## src/hw/rtl/utf16_to_utf8_transcoder_core_assert.svh

```systemverilog
// assertion helpers shared by the queue and back-end transcoder modules
`ifndef UTF16_TO_UTF8_TRANSCODER_CORE_ASSERT_SVH
`define UTF16_TO_UTF8_TRANSCODER_CORE_ASSERT_SVH

// generic clocked property, ignored while reset is high
`define U16U8_ASSERT(label, clk, rst, prop, msg) \
   label: assert property (@(posedge clk) disable iff (rst) prop) else $error(msg);

// same-cycle implication
`define U16U8_ASSERT_IMPL(label, clk, rst, ante, cons, msg) \
   `U16U8_ASSERT(label, clk, rst, (ante) |-> (cons), msg)

`endif

```

## src/hw/rtl/u16u8_pkg.sv

```systemverilog
`timescale 1ns / 1ps

package u16u8_pkg;

   localparam int unsigned CpW        = 21;
   localparam int unsigned UnitW      = 16;
   localparam int unsigned ByteW      = 8;
   // queue depth must be a power of two, pointers wrap on overflow
   localparam int unsigned QueueDepth = 4;
   localparam int unsigned QueueAddrW = $clog2(QueueDepth);
   localparam int unsigned QueueCntW  = $clog2(QueueDepth + 1);

   localparam logic [UnitW-1:0] HighFirst = 16'hD800;
   localparam logic [UnitW-1:0] HighLast  = 16'hDBFF;
   localparam logic [CpW-1:0]   SuppBase  = 21'h10000;
   localparam logic [CpW-1:0]   Lim1Byte  = 21'h00080;
   localparam logic [CpW-1:0]   Lim2Byte  = 21'h00800;
   localparam logic [CpW-1:0]   Lim3Byte  = 21'h10000;

   // encoded length minus one
   typedef enum logic [1:0] {
      LEN_ONE   = 2'd0,
      LEN_TWO   = 2'd1,
      LEN_THREE = 2'd2,
      LEN_FOUR  = 2'd3
   } len_type;

   typedef struct packed {
      logic [CpW-1:0] cp;
      len_type        len;
   } point_type;

   function automatic len_type utf8_len(input logic [CpW-1:0] cp);
      len_type l;
      if (cp < Lim1Byte) begin
         l = LEN_ONE;
      end else if (cp < Lim2Byte) begin
         l = LEN_TWO;
      end else if (cp < Lim3Byte) begin
         l = LEN_THREE;
      end else begin
         l = LEN_FOUR;
      end
      return l;
   endfunction

   function automatic logic [ByteW-1:0] utf8_byte(input logic [CpW-1:0] cp,
                                                  input len_type        len,
                                                  input logic [1:0]     idx);
      logic [1:0]       pos;
      logic [ByteW-1:0] b;
      // number of bytes still to follow this one
      pos = 2'(len) - idx;
      if (idx == 2'd0) begin
         unique case (len)
            LEN_ONE:   b = cp[7:0];
            LEN_TWO:   b = 8'hC0 | {3'b000, cp[10:6]};
            LEN_THREE: b = 8'hE0 | {4'b0000, cp[15:12]};
            LEN_FOUR:  b = 8'hF0 | {5'b00000, cp[20:18]};
         endcase
      end else begin
         case (pos)
            2'd0:    b = 8'h80 | {2'b00, cp[5:0]};
            2'd1:    b = 8'h80 | {2'b00, cp[11:6]};
            default: b = 8'h80 | {2'b00, cp[17:12]};
         endcase
      end
      return b;
   endfunction

endpackage

```

## src/hw/rtl/u16u8_fifo.sv

```systemverilog
`timescale 1ns / 1ps
`include "utf16_to_utf8_transcoder_core_assert.svh"

module u16u8_fifo (
   input  logic                  clock,
   input  logic                  reset,
   input  logic                  push,
   input  u16u8_pkg::point_type  push_data,
   output logic                  full,
   input  logic                  pop,
   output u16u8_pkg::point_type  head_data,
   output logic                  empty
);
   import u16u8_pkg::*;

   point_type               slot_ff [QueueDepth];
   logic [QueueAddrW-1:0]   wr_ptr_ff, wr_ptr_in;
   logic [QueueAddrW-1:0]   rd_ptr_ff, rd_ptr_in;
   logic [QueueCntW-1:0]    count_ff, count_in;

   assign full      = (count_ff == QueueCntW'(QueueDepth));
   assign empty     = (count_ff == '0);
   assign head_data = slot_ff[rd_ptr_ff];

   always_comb begin
      wr_ptr_in = push ? wr_ptr_ff + 1'b1 : wr_ptr_ff;
      rd_ptr_in = pop ? rd_ptr_ff + 1'b1 : rd_ptr_ff;
      count_in  = count_ff;
      if (push && !pop) begin
         count_in = count_ff + 1'b1;
      end else if (pop && !push) begin
         count_in = count_ff - 1'b1;
      end
   end

   always_ff @(posedge clock) begin
      if (reset) begin
         wr_ptr_ff <= '0;
         rd_ptr_ff <= '0;
         count_ff  <= '0;
      end else begin
         wr_ptr_ff <= wr_ptr_in;
         rd_ptr_ff <= rd_ptr_in;
         count_ff  <= count_in;
      end
   end

   always_ff @(posedge clock) begin
      if (push) begin
         slot_ff[wr_ptr_ff] <= push_data;
      end
   end

   `U16U8_ASSERT_IMPL(a_no_push_full, clock, reset, push, !full, "push into full queue")
   `U16U8_ASSERT_IMPL(a_no_pop_empty, clock, reset, pop, !empty, "pop from empty queue")
   `U16U8_ASSERT(a_count_bound, clock, reset, count_ff <= QueueCntW'(QueueDepth), "queue overrun")

endmodule

```

## src/hw/rtl/u16u8_front.sv

```systemverilog
`timescale 1ns / 1ps

module u16u8_front (
   input  logic                         clock,
   input  logic                         reset,
   input  logic                         req_tvalid,
   output logic                         req_tready,
   input  logic [u16u8_pkg::UnitW-1:0]  req_tdata,  // code_unit
   output logic                         push,
   output u16u8_pkg::point_type         push_data,
   input  logic                         full
);
   import u16u8_pkg::*;

   logic       high_pending_ff, high_pending_in;
   logic [9:0] high_bits_ff, high_bits_in;
   logic       accept;
   logic       is_high;
   logic [CpW-1:0] cp;

   assign req_tready = !full;
   assign accept     = req_tvalid && req_tready;
   assign is_high    = (req_tdata >= HighFirst) && (req_tdata <= HighLast);

   always_comb begin
      // a held high half pairs with whatever unit comes next
      if (high_pending_ff) begin
         cp = SuppBase + {1'b0, high_bits_ff, req_tdata[9:0]};
      end else begin
         cp = {5'b00000, req_tdata};
      end
      push_data.cp  = cp;
      push_data.len = utf8_len(cp);
      push          = accept && (high_pending_ff || !is_high);

      high_pending_in = high_pending_ff;
      high_bits_in    = high_bits_ff;
      if (accept) begin
         if (high_pending_ff) begin
            high_pending_in = 1'b0;
            high_bits_in    = '0;
         end else if (is_high) begin
            high_pending_in = 1'b1;
            high_bits_in    = req_tdata[9:0];
         end
      end
   end

   always_ff @(posedge clock) begin
      if (reset) begin
         high_pending_ff <= 1'b0;
         high_bits_ff    <= '0;
      end else begin
         high_pending_ff <= high_pending_in;
         high_bits_ff    <= high_bits_in;
      end
   end

endmodule

```

## src/hw/rtl/u16u8_back.sv

```systemverilog
`timescale 1ns / 1ps
`include "utf16_to_utf8_transcoder_core_assert.svh"

module u16u8_back (
   input  logic                          clock,
   input  logic                          reset,
   input  u16u8_pkg::point_type          head_data,
   input  logic                          empty,
   output logic                          pop,
   output logic                          rsp_tvalid,
   input  logic                          rsp_tready,
   output logic [u16u8_pkg::ByteW-1:0]   rsp_tdata,  // out_byte
   output logic                          rsp_tlast   // last_of_point
);
   import u16u8_pkg::*;

   point_type        cur_ff, cur_in;
   logic             cur_valid_ff, cur_valid_in;
   logic [1:0]       idx_ff, idx_in;
   logic             rsp_tvalid_ff, rsp_tvalid_in;
   logic [ByteW-1:0] rsp_data_ff, rsp_data_in;
   logic             rsp_last_ff, rsp_last_in;
   logic             load_out;
   logic             last_byte;
   logic             take;

   assign load_out  = !rsp_tvalid_ff || rsp_tready;
   assign last_byte = (idx_ff == 2'(cur_ff.len));
   assign take      = !empty && (!cur_valid_ff || (load_out && last_byte));
   assign pop       = take;

   assign rsp_tvalid = rsp_tvalid_ff;
   assign rsp_tdata  = rsp_data_ff;
   assign rsp_tlast  = rsp_last_ff;

   always_comb begin
      cur_in        = cur_ff;
      cur_valid_in  = cur_valid_ff;
      idx_in        = idx_ff;
      rsp_tvalid_in = rsp_tvalid_ff;
      rsp_data_in   = rsp_data_ff;
      rsp_last_in   = rsp_last_ff;

      if (load_out) begin
         rsp_tvalid_in = cur_valid_ff;
         if (cur_valid_ff) begin
            rsp_data_in = utf8_byte(cur_ff.cp, cur_ff.len, idx_ff);
            rsp_last_in = last_byte;
            idx_in      = idx_ff + 1'b1;
            if (last_byte) begin
               cur_valid_in = 1'b0;
            end
         end
      end

      // next point moves in as the current one sends its final byte, or when no point is held
      if (take) begin
         cur_in       = head_data;
         cur_valid_in = 1'b1;
         idx_in       = '0;
      end
   end

   always_ff @(posedge clock) begin
      if (reset) begin
         cur_valid_ff  <= 1'b0;
         idx_ff        <= '0;
         rsp_tvalid_ff <= 1'b0;
      end else begin
         cur_valid_ff  <= cur_valid_in;
         idx_ff        <= idx_in;
         rsp_tvalid_ff <= rsp_tvalid_in;
      end
   end

   always_ff @(posedge clock) begin
      cur_ff      <= cur_in;
      rsp_data_ff <= rsp_data_in;
      rsp_last_ff <= rsp_last_in;
   end

   `U16U8_ASSERT_IMPL(a_idx_in_range, clock, reset, cur_valid_ff, idx_ff <= 2'(cur_ff.len), "byte index past length")
   `U16U8_ASSERT(a_point_continues, clock, reset, rsp_tvalid && rsp_tready && !rsp_tlast |=> rsp_tvalid, "gap inside a code point")
   `U16U8_ASSERT(a_out_from_work, clock, reset, $rose(rsp_tvalid_ff) |-> $past(cur_valid_ff), "beat without work")

endmodule

```

## src/hw/rtl/utf16_to_utf8_transcoder_core.sv

```systemverilog
`timescale 1ns / 1ps
// UTF-16 to UTF-8 transcoder.
// req channel: one UTF-16 code unit per beat in req_tdata. A high surrogate is held
//   and produces nothing; the next unit is taken as its low half, whatever its value.
// rsp channel: one UTF-8 byte per beat in rsp_tdata, rsp_tlast marks the final byte
//   of each code point (1 to 4 beats per point).
// A point's first byte passes through the queue, cur_ff and the output register.
// Throughput: the back end emits one byte per cycle while rsp_tready is high and
//   the queue holds points; the single byte-wide output register sets this.
// A four-entry point queue sits between the decoding front end and the byte
//   serializer, so req keeps flowing while rsp is stalled until the queue fills;
//   req_tready then drops. A stalled rsp beat holds its value.
// Reset (synchronous, active high) drops any held high surrogate, empties the
//   queue and clears rsp_tvalid; no clearing pass is needed.
module utf16_to_utf8_transcoder_core (
   input  logic                          clock,
   input  logic                          reset,
   input  logic                          req_tvalid,
   output logic                          req_tready,
   input  logic [u16u8_pkg::UnitW-1:0]   req_tdata,   // [15:0] code_unit
   output logic                          rsp_tvalid,
   input  logic                          rsp_tready,
   output logic [u16u8_pkg::ByteW-1:0]   rsp_tdata,   // [7:0] out_byte
   output logic                          rsp_tlast    // last_of_point
);
   import u16u8_pkg::*;

   logic      push, full, pop, empty;
   point_type push_data, head_data;

   u16u8_front u_front (
      .clock      (clock),
      .reset      (reset),
      .req_tvalid (req_tvalid),
      .req_tready (req_tready),
      .req_tdata  (req_tdata),
      .push       (push),
      .push_data  (push_data),
      .full       (full)
   );

   u16u8_fifo u_fifo (
      .clock     (clock),
      .reset     (reset),
      .push      (push),
      .push_data (push_data),
      .full      (full),
      .pop       (pop),
      .head_data (head_data),
      .empty     (empty)
   );

   u16u8_back u_back (
      .clock      (clock),
      .reset      (reset),
      .head_data  (head_data),
      .empty      (empty),
      .pop        (pop),
      .rsp_tvalid (rsp_tvalid),
      .rsp_tready (rsp_tready),
      .rsp_tdata  (rsp_tdata),
      .rsp_tlast  (rsp_tlast)
   );

endmodule
```

## config.mk

```make
export PLATFORM = sky130hd
export DESIGN_NAME = utf16_to_utf8_transcoder_core
export DESIGN_NICKNAME = d
export VERILOG_FILES = /design/src/hw/rtl/u16u8_pkg.sv /design/src/hw/rtl/u16u8_fifo.sv /design/src/hw/rtl/u16u8_front.sv /design/src/hw/rtl/u16u8_back.sv /design/src/hw/rtl/utf16_to_utf8_transcoder_core.sv
export VERILOG_INCLUDE_DIRS = /design/src /design/src/hw/rtl
export SDC_FILE = /design/constraint.sdc
export NUM_CORES = 1
export LEC_CHECK = 0
export ABC_CLOCK_PERIOD_IN_PS = 9900
export BUFFER_PORTS_ARGS = -buffer_cell sky130_fd_sc_hd__buf_2
export CORE_MARGIN = 3
export CORE_UTILIZATION = 55
export DETAILED_ROUTE_END_ITERATION = 6
export PLACE_DENSITY = 0.75
export SLEW_MARGIN = 10
export SYNTH_ARGS = -nofsm -noshare
export SYNTH_HDL_FRONTEND = slang
export SYNTH_SLANG_ARGS = --single-unit
```

## constraint.sdc

```tcl
create_clock -name clock -period 9.9 [get_ports clock]
set_input_delay 1.98 -clock clock [delete_from_list [all_inputs] [get_ports clock]]
set_output_delay 1.98 -clock clock [all_outputs]
set_load 0.02 [all_outputs]
```

=== Yosys cells after proc, flatten, opt, wreduce, memory -nomap -nowiden ===
Memory sizes are Yosys's and may differ from the RTL's. A register that Yosys moved wholly into a read port is not among the register bits.
Cells that the tools add are included.

* Equality and inequality tests: 6
* Add/subtract/negate cells: 7
* Mux-type cells: 19
* Magnitude comparators: 5
* Reduce and logical (&&, ||, !) cells: 27

{| class="wikitable"
|+ Operators with widths
! operator !! number
|-
| case mux 8 bit (4 select lines) || 1
|-
| adder 17 x 20 -> 21 bit (first input constant) || 1
|-
| < comparator 21 x 12 -> 1 bit (second input constant) || 1
|-
| < comparator 21 x 17 -> 1 bit (second input constant) || 1
|-
| < comparator 21 x 8 -> 1 bit (second input constant) || 1
|-
| two-way mux 21 bit || 1
|-
| two-way mux 10 bit || 2
|-
| >= comparator 16 bit (second input constant) || 1
|-
| less-or-equal comparator 16 bit (second input constant) || 1
|-
| case mux 6 bit (2 select lines) || 1
|-
| two-way mux 1 bit || 9
|-
| two-way mux 8 bit || 1
|-
| logical AND 1 bit || 7
|-
| zero test 1 bit || 7
|-
| adder 2 x 1 -> 2 bit (second input constant) || 3
|-
| zero test 2 bit || 3
|-
| two-way mux 3 bit || 2
|-
| nonzero test 2 bit || 3
|-
| equality test 2 x 1 -> 1 bit (second input constant) || 2
|-
| equality test 2 bit (second input constant) || 2
|-
| two-way mux 2 bit || 2
|-
| AND reduction 2 bit || 2
|-
| adder 3 x 1 -> 3 bit (second input constant) || 1
|-
| equality test 3 bit (second input constant) || 1
|-
| 6 further kinds || 8
|}

* Bits of input ports: 20
* Bits in writable memories: 92
* Register bits: 31
* Memories: 1
* Word-level logic and storage cells: 75

{| class="wikitable"
|+ Memory list
! name !! words !! bits a word !! read ports !! clocked after memory_dff !! write ports !! RTL line !! RTL
|-
| u_fifo.slot_ff || 4 || 23 || 1 || 1 || 1 || u16u8_fifo.sv:16 || <nowiki>point_type slot_ff [QueueDepth];</nowiki>
|}

=== Depth between registers and ports, before layout ===
Gate-level depths: netlist of run 1.

* Word-level depth: 9
* Gate-level depth with buffers: 13

=== Modules after synthesis ===
A second synthesis of run 1 with hierarchy kept.

* Cell total of the unflattened synthesis: 375
* Area total of the unflattened synthesis: 6264.8 um2

{| class="wikitable"
|+ Modules (own cells, without submodules)
! module !! cells each !! times used !! area each (um2)
|-
| u16u8_fifo || 164 || 1 || 3782.4
|-
| u16u8_back || 101 || 1 || 1570.3
|-
| u16u8_front || 110 || 1 || 912.1
|}

=== Worst setup path before layout of run 1 ===
OpenSTA, ideal clock, no wires.

* Path type: input port to flip-flop
* Start point: input rsp_tready
* End point: register u_fifo.count_ff[2]
* Cell stages on the path: 10
* Arrival time: 4432 ps
* Slack: 5398 ps
* Library setup time: 71 ps
* Path through: nand2b_1 > a31oi_4 > nor2_1 > inv_1 > ha_1 > inv_1 > fa_1 > xor2_1 > or3_1 > a21oi_1

* Cells in the longest elaborated chain, start to end: 7
* Elaborated cells between the ends (all ways): 9

{| class="wikitable"
|+ RTL lines
! item !! RTL line !! RTL
|-
| start, declared || utf16_to_utf8_transcoder_core.sv:22 || <nowiki>input logic rsp_tready,</nowiki>
|-
| logical OR 1 bit * || u16u8_back.sv:27 || <nowiki>assign load_out = !rsp_tvalid_ff || rsp_tready;</nowiki>
|-
| logical AND 1 bit * || u16u8_back.sv:29 || <nowiki>assign take = !empty && (!cur_valid_ff || (load_out && last_byte));</nowiki>
|-
| logical OR 1 bit * || u16u8_back.sv:29 ||
|-
| logical AND 1 bit * || u16u8_back.sv:29 ||
|-
| via pop || utf16_to_utf8_transcoder_core.sv:28 || <nowiki>logic push, full, pop, empty;</nowiki>
|-
| zero test 1 bit || u16u8_fifo.sv:29 || <nowiki>if (push && !pop) begin</nowiki>
|-
| logical AND 1 bit || u16u8_fifo.sv:29 ||
|-
| two-way mux 3 bit or nonzero test 2 bit (tied branches) || -- ||
|-
| end signal, assigned || u16u8_fifo.sv:44 || <nowiki>count_ff <= count_in;</nowiki>
|-
| end, declared || u16u8_fifo.sv:19 || <nowiki>logic [QueueCntW-1:0] count_ff, count_in;</nowiki>
|}

The timed path passes the listed nets; every way through them passes the cells marked *.
A chain may end at the register's enable or synchronous reset.

=== Final worst setup path of run 1 ===
* Start point: input req_tdata[14] (netlist bit)
* End point: register u_fifo.count_ff[2]

* Cells in the longest elaborated chain, start to end: 8
* Elaborated cells between the ends (all ways): 11

{| class="wikitable"
|+ RTL lines
! item !! RTL line !! RTL
|-
| start, declared || utf16_to_utf8_transcoder_core.sv:20 || <nowiki>input logic [u16u8_pkg::UnitW-1:0] req_tdata,</nowiki>
|-
| >= comparator 16 bit or less-or-equal comparator 16 bit (tied branches) || u16u8_front.sv:23 || <nowiki>assign is_high = (req_tdata >= HighFirst) && (req_tdata <= HighLast);</nowiki>
|-
| logical AND 1 bit * || u16u8_front.sv:23 ||
|-
| zero test 1 bit * || u16u8_front.sv:34 || <nowiki>push = accept && (high_pending_ff || !is_high);</nowiki>
|-
| logical OR 1 bit * || u16u8_front.sv:34 ||
|-
| logical AND 1 bit * || u16u8_front.sv:34 ||
|-
| via push || utf16_to_utf8_transcoder_core.sv:28 ||
|-
| zero test 1 bit || u16u8_fifo.sv:31 || <nowiki>end else if (pop && !push) begin</nowiki>
|-
| logical AND 1 bit || u16u8_fifo.sv:31 ||
|-
| nonzero test 2 bit (no line) || -- ||
|}

Marked as above.

==> qor_table.md, run 1 <==
| Quantity | Value |
|---|---|
| Combinational share of power | 25.8% |
| Cell-internal power | 1.41 mW |
| Result of the run | finished, final reports clean |
| Detailed-route wire length | 11000 µm |
| Peak ir drop on the vdd network | 0.193 mV |
| Avg Vias per Cell | 5.84 |
| Post-synthesis cell count | 360 |
| Area enclosed by the die boundary | 12300 µm² |
| Number of levels in the clock H-tree | 4 |
| Final estimated routing congestion in global placement | 0.802 |
| Power dissipated by switching net loads | 610 µW |
| X dimension of the die | 111 µm |
| Final worst setup slack | 6.24 ns |
| Power share of the sequential group | 44.2% |
| Multi-input combinational cell area | 1780 µm² |
| Total count of max-transition violations in the final report | 0 |
| Biggest fanout along the worst timing path | 7 |
| Number of endpoints failing setup at the final stage | 0 |
| Most frequent cells in the layout | edfxtp_1, buf_2, mux4_2 |
| Synthesis Warnings | 0 |
| Clock slew at reported path FFs | 0.06 ns |
| Type of element launching the critical path | input pin |
| Total number of placement rows | 37 |
| Leading area contributor after synthesis | edfxtp_1 |
| Number of filler cells placed in the layout | 745 |
| Vias in the first global route | 3257 |
| Quantity of I/O buffers inserted on ports | 30 |
| TNS Setup | 0 ns |
| Final core utilization | 65.6% |
| Initial standard-cell utilization of the core | 57.6% |
| Final critical-path required period | 3.66 ns |
| Final Hold Viols | 0 |
| Most used flip-flop cell after synthesis | edfxtp_1 |
| Final-stage net count | 427 |
| Number of flip-flops and latches in the synthesized netlist | 146 |
| Sequential area share after synthesis | 68.5% |
| Clock tree from TritonCTS | built |
| P&R area growth vs syn | 13.9% |
| Fraction of final layout cells with drive strength greater than 1 | 27.3% |
| Synthesized area | 6080 µm² |
| Worst-Margin Slew | 0.660 ns |
| Num CTS Buffers | 17 |
| Number of vias in the routed layout | 3197 |
| Maximum number of pins on one net before global-route repair | 27 |
| Sink Count | 146 |
| Total grt overflow | 0 |
| Top post-synthesis cells by area | edfxtp_1, mux4_2, dfxtp_1 |
| Hold-fix buffers, CTS | 0 |
| Hold WC Path Type | reg -> reg |
| Number of optimization iterations in the first detailed-route pass | 5 |
| Initial DRC count | 161 |
| Setup crit end kind | flip-flop |
| Hold path depth | 2 |
| Antenna violations before repair | 0 |
| Part of the power in the clock network | 30.0% |
| Min-Delay Endpoint | u_fifo.count_ff[2] |
| Critical Path AT | 4.12 ns |
| Total design power | 2.02 mW |
| Residual DRC | 0 |
| Beginning of the worst hold path | u_fifo.count_ff[2] |
| Fin crit share | 37.0% |
| R2R Setup Slk | 6.70 ns |
| Drt wl/cell | 20.2 µm |
| Worst R2R Path Depth | 11 |
| Max clock buf depth | 2 |
| Post CTS Setup Buffer Count | 0 |
| Sw Share | 30.2% |
| Placement Setup Slack | 5.36 ns |
| Post-synth EDFFs | 124 |
| R2R Path End | u_fifo.count_ff[2] |
| Post-CTS sizing | 0 |
| Most common cell after layout, fill and taps aside | edfxtp_1 |
| Mean instance size in the synthesized netlist | 16.9 µm² |
| Floorplan core area | 10600 µm² |
| I/O pin count | 31 |
| Share of flip-flops with an asynchronous set or reset after synthesis | 0% |
| Antenna fix cells | 0 |
| Area taken by flip-flops and latches | 4160 µm² |
| Clock skew after layout | 0.0112 ns |
| GRT Overall Usage | 19.3% |
| Number of max-capacitance violations reported | 0 |
| Launch instance of the worst register-to-register path | u_back.cur_ff[0] |
| Lkg Pwr | 2.37 nW |
| Share of the synthesized area in the top cell type | 61.3% |
| Skew-Pair Late Insertion Delay | 0.53 ns |
| Antenna-violating nets left | 0 |
| Relative slew margins | 55.9% |
| Cells after DPL | 515 |
| RSZ-0062 raised after global routing | false |
| Type of the worst setup path | in -> reg |
| Worst EP required | 10.36 ns |
| Number of distinct standard cells referenced by the synthesized netlist | 47 |
| Synthesized net count | 389 |
| Maximum clock frequency | 0.273 GHz |
| Buffer cell driving the clock tree root | clkbuf_8 |
| Pwr per Cell Area | 292 nW/µm² |
| Height of the die | 111 µm |
| Placed wire-length estimate after detailed placement | 7090 µm |
| Non-filler instance count after layout | 547 |
| First-pass GRT wire length | 17800 µm |
==> critical path, cell delays in order <==
cell,delay (ns)
buf_2,0.11
and4b_1,0.25
a311oi_4,0.47
ha_1,0.27
inv_1,0.07
fa_1,0.38
xor2_1,0.16
or3_1,0.30
a21oi_1,0.14
==> Yosys cell counts (4+ instances only) <==
cell type,count
edfxtp_1,124
mux4_2,26
nor2_1,23
dfxtp_1,22
nand2_1,13
nor3_1,13
inv_1,12
mux2i_1,11
a221oi_1,10
mux2_2,10
a21boi_1,8
ha_1,8
a21oi_1,7
clkbuf_1,7
o21ai_0,7
and2_1,6
buf_2,6
o21ai_1,4
==> final cells by class <==
cell class	instances	share of cell area (%)
Clock inverter	15	2.15
Timing Repair Buffer	36	2.82
Multi-Input combinational cell	184	25.7
Tap cell	136	2.46
Clock buffer	17	5.99
Inverter	13	0.705
Sequential cell	146	60.2
==> per-stage QoR <==
step           hold WS (ns)  instance area, µm²
5_1_grt               0.576                6920
4_1_cts               0.519                6910
2_1_floorplan         0.472                6080
3_3_place_gp          0.485                6350
3_5_place_dp          0.504                6350
6_report              0.524                6920
==> logic make-up (layout without fill, tap and decap cells) <==
| logic type | count (synthesis) | after routing | share of synthesized area (%) |
|---|---|---|---|
| AO/OA/AOI/OAI | 46 | 46 | 5.76 |
| XOR/XNOR | 8 | 8 | 1.77 |
| adder cells (fa/ha/maj) | 9 | 9 | 1.98 |
| buffers and inverters | 30 | 81 | 2.35 |
| flip-flops | 146 | 146 | 68.5 |
| multiplexers | 47 | 47 | 13.3 |
| AND/OR/NAND/NOR | 74 | 74 | 6.32 |
==> flip-flops by register name, summed over array words and instances, names as in the netlist, 2 cells and up <==
register	cells
u_back.cur_ff	23
u_fifo.wr_ptr_ff	2
u_fifo.rd_ptr_ff	2
u_fifo.count_ff	3
u_back.idx_ff	2
u_fifo.slot_ff	92
u_back.rsp_tdata	8
u_front.high_bits_ff	10
==> power groups by stage <==
stage / Sequential (mW) / Combinational, mW / Clock [mW]
2_1_floorplan: 0.899 / 0.396 / 0
3_3_place_gp: 0.899 / 0.507 / 0
3_5_place_dp: 0.906 / 0.523 / 0
4_1_cts: 0.894 / 0.529 / 0.612
5_1_grt: 0.906 / 0.576 / 0.640
6_report: 0.892 / 0.522 / 0.605
==> how the worst max path moves through the flow <==
stage                       start            endpoint  slack (ns)  cells after the start
floorplan              rsp_tready  u_fifo.count_ff[2]        5.40                     10
global placement       rsp_tready  u_fifo.count_ff[2]        5.49                     11
detailed placement     rsp_tready  u_fifo.count_ff[2]        5.36                     11
CTS                    rsp_tready  u_fifo.count_ff[2]        5.91                     11
global route           rsp_tready  u_fifo.count_ff[2]        6.06                     11
finish              req_tdata[14]  u_fifo.count_ff[2]        6.24                      9
==> routing by layer <==
layer  vias up  global-route usage, %  routed length (µm)
met2        94                   30.5                5480
met4         0                   5.52                 106
li1       1487                      -                   -
met5         -                      0                   0
met3        11                   6.11                 701
met1      1605                   26.0                4760
Power figures use the tool's default switching activity.
==> inputs of run 2 (changes only) <==
--- a/config.mk
+++ b/config.mk
@@ -6,7 +6,7 @@
 export SDC_FILE = /design/constraint.sdc
 export NUM_CORES = 1
 export LEC_CHECK = 0
-export ABC_CLOCK_PERIOD_IN_PS = 9900
+export ABC_CLOCK_PERIOD_IN_PS = 3400
 export BUFFER_PORTS_ARGS = -buffer_cell sky130_fd_sc_hd__buf_2
 export CORE_MARGIN = 3
 export CORE_UTILIZATION = 55
==> constraint.sdc (replaced) <==
create_clock -name clock -period 3.4 [get_ports clock]
set_input_delay 0.68 -clock clock [delete_from_list [all_inputs] [get_ports clock]]
set_output_delay 0.68 -clock clock [all_outputs]
set_load 0.02 [all_outputs]
==> qor_table.md, run 2 (synthesis gave the netlist of run 1 again) <==
| Quantity | Value | Change |
|---|---|---|
| Number of levels in the clock H-tree | 4 | unchanged |
| Antenna-violating nets left | 0 | unchanged |
| TNS Setup | 0 ns | unchanged |
| Total grt overflow | 0 | unchanged |
| Worst R2R Path Depth | 11 | unchanged |
| Avg Vias per Cell | 5.81 | -0.55% |
| Peak ir drop on the vdd network | 0.420 mV | +120% |
| Clock tree from TritonCTS | built |  |
| Non-filler instance count after layout | 549 | +0.37% |
| I/O pin count | 31 | unchanged |
| GRT Overall Usage | 18.5% | -0.77 points |
| First-pass GRT wire length | 17100 µm | -3.9% |
| Maximum clock frequency | 0.356 GHz |  |
| Maximum number of pins on one net before global-route repair | 27 | unchanged |
| Fin crit share | 82.6% |  |
| WHS | 0.410 ns | -0.114 ns |
| P&R area growth vs syn | 14.5% |  |
| Post-CTS sizing | 0 | unchanged |
| Setup crit end kind | flip-flop |  |
| Total count of max-transition violations in the final report | 0 | unchanged |
| Placed wire-length estimate after detailed placement | 7010 µm | -1.2% |
| Worst-Margin Slew | 0.664 ns | +0.00406 ns |
| Antenna violations before repair | 0 | unchanged |
| Final core utilization | 65.9% | +0.39 points |
| Final critical-path required period | 2.81 ns |  |
| Cells after DPL | 517 | +0.39% |
| Total design power | 5.88 mW | +190% |
| Quantity of I/O buffers inserted on ports | 30 | unchanged |
| Met3 wirelength from detailed routing | 705 µm | +0.57% |
| Max clock buf depth | 2 | unchanged |
| Max FFs per register | 92 | unchanged |
| Final-stage net count | 429 | +0.47% |
| Initial DRC count | 151 | -6.2% |
| Hold path depth | 1 | -1 |
| Area enclosed by the die boundary | 12300 µm² | unchanged |
| Wire length the detailed router placed on met1 | 4610 µm | -3.1% |
| Worst EP required | 3.83 ns | -6.53 ns |
| Initial standard-cell utilization of the core | 57.6% | unchanged |
| Result of the run | finished, final reports clean |  |
| Wire length on met2 | 5450 µm | -0.58% |
| RSZ-0062 raised after global routing | false |  |
| Critical Path AT | 3.24 ns | -0.88 ns |
| Final Hold Viols | 0 | unchanged |
| Most frequent cells in the layout | edfxtp_1, buf_2, mux4_2 |  |
| Number of endpoints failing setup at the final stage | 0 | unchanged |
| Total cell area at the placement stage | 6390 µm² | +0.63% |
| Buffer cell driving the clock tree root | clkbuf_8 |  |
| Hold-fix buffers, CTS | 0 | unchanged |
| Number of optimization iterations in the first detailed-route pass | 5 | unchanged |
| Relative slew margins | 55.4% | -0.51 points |
| Skew-Pair Late Insertion Delay | 0.50 ns | -0.03 ns |
| X dimension of the die | 111 µm | unchanged |
| Detailed-route wire length | 10900 µm | -1.4% |
| Lkg Pwr | 2.37 nW | +0.41% |
| Residual DRC | 0 | unchanged |
| Hold WC Path Type | in -> reg |  |
| Pwr per Cell Area | 845 nW/µm² | +190% |
| Number of filler cells placed in the layout | 742 | -0.40% |
| Multi-input combinational cell area | 1770 µm² | -0.28% |
| Final estimated routing congestion in global placement | 0.855 | +6.5% |
| Number of vias in the routed layout | 3191 | -0.19% |
| Most common cell after layout, fill and taps aside | edfxtp_1 |  |
| Most flop-heavy register | u_fifo.slot_ff |  |
| Total number of placement rows | 37 | unchanged |
| Final worst setup slack | 0.590 ns | -5.65 ns |
| Num CTS Buffers | 17 | unchanged |
| Type of the worst setup path | reg -> reg |  |
| Drt wl/cell | 19.8 µm | -1.7% |
| Area taken by flip-flops and latches | 4160 µm² | unchanged |
| Type of element launching the critical path | flip-flop |  |
| Registers with the most flip-flops | u_fifo.slot_ff (92), u_back.cur_ff (23), u_front.high_bits_ff (10) |  |
| Placement Setup Slack | 0.558 ns | -4.81 ns |
| Clock skew after layout | 0.00842 ns | -0.00283 ns |
| Number of max-capacitance violations reported | 0 | unchanged |
| Clock slew at reported path FFs | 0.06 ns | about the same |
| Fraction of final layout cells with drive strength greater than 1 | 27.4% | +0.11 points |
| Height of the die | 111 µm | unchanged |
| Biggest fanout along the worst timing path | 9 | +2 |
| Floorplan core area | 10600 µm² | unchanged |
| Max Used Layer | met4 |  |
| Final design instance area without fill | 6960 µm² | +0.60% |
| Post CTS Setup Buffer Count | 0 | unchanged |
| Sink Count | 146 | unchanged |
| Antenna fix cells | 0 | unchanged |
| Vias in the first global route | 3142 | -3.5% |
## run 2: changes by cell type in the layout (fill, tap and decap cells not counted)
cell,delta
inv_8,-3
buf_12,+2
clkinvlp_4,+2
bufinv_16,+1
clkinv_1,+1
clkinv_4,-1
nor2_2,+1
nor2_4,-1
## run 2: layout make-up
cell class | count | area share (%)
well taps | 136 | 2.44
inverters | 13 | 0.701
multi-input cells | 184 | 25.5
clock inverters | 15 | 2.23
flip-flops and latches | 146 | 59.8
clock buffers | 17 | 5.95
repair buffers | 38 | 3.38
## run 2: power by group
part | internal (mW) | switching [mW] | total [mW]
sequential | 2.42 | 0.186 | 2.61
clock | 1.05 | 0.706 | 1.75
combinational | 0.702 | 0.815 | 1.52
## run 2: final timing paths
path | start | end | slack, ns
setup reg to reg | u_back.cur_ff[0] | u_fifo.count_ff[2] | 0.59
setup / recovery | u_back.cur_ff[0] | u_fifo.count_ff[2] | 0.59
hold / removal | req_tdata[4] | u_fifo.slot_ff[2][6] | 0.41
hold reg to reg | u_fifo.count_ff[2] | u_fifo.count_ff[2] | 0.51
## run 2: worst max-delay path, cell delays in order (launching register included)
cell and delay (ns):
edfxtp_1 0.56, inv_1 0.11, ha_1 0.45, a31oi_4 0.25
nor2_2 0.09, inv_1 0.09, ha_1 0.17, inv_1 0.06
fa_1 0.37, xor2_1 0.15, or3_1 0.31, a21oi_1 0.14
## run 2: metal layers
metal	up-vias	global-route usage, %
met3	11	4.42
met4	0	6.49
met1	1576	25.2
li1	1493	-
met5	-	0
met2	111	29.5
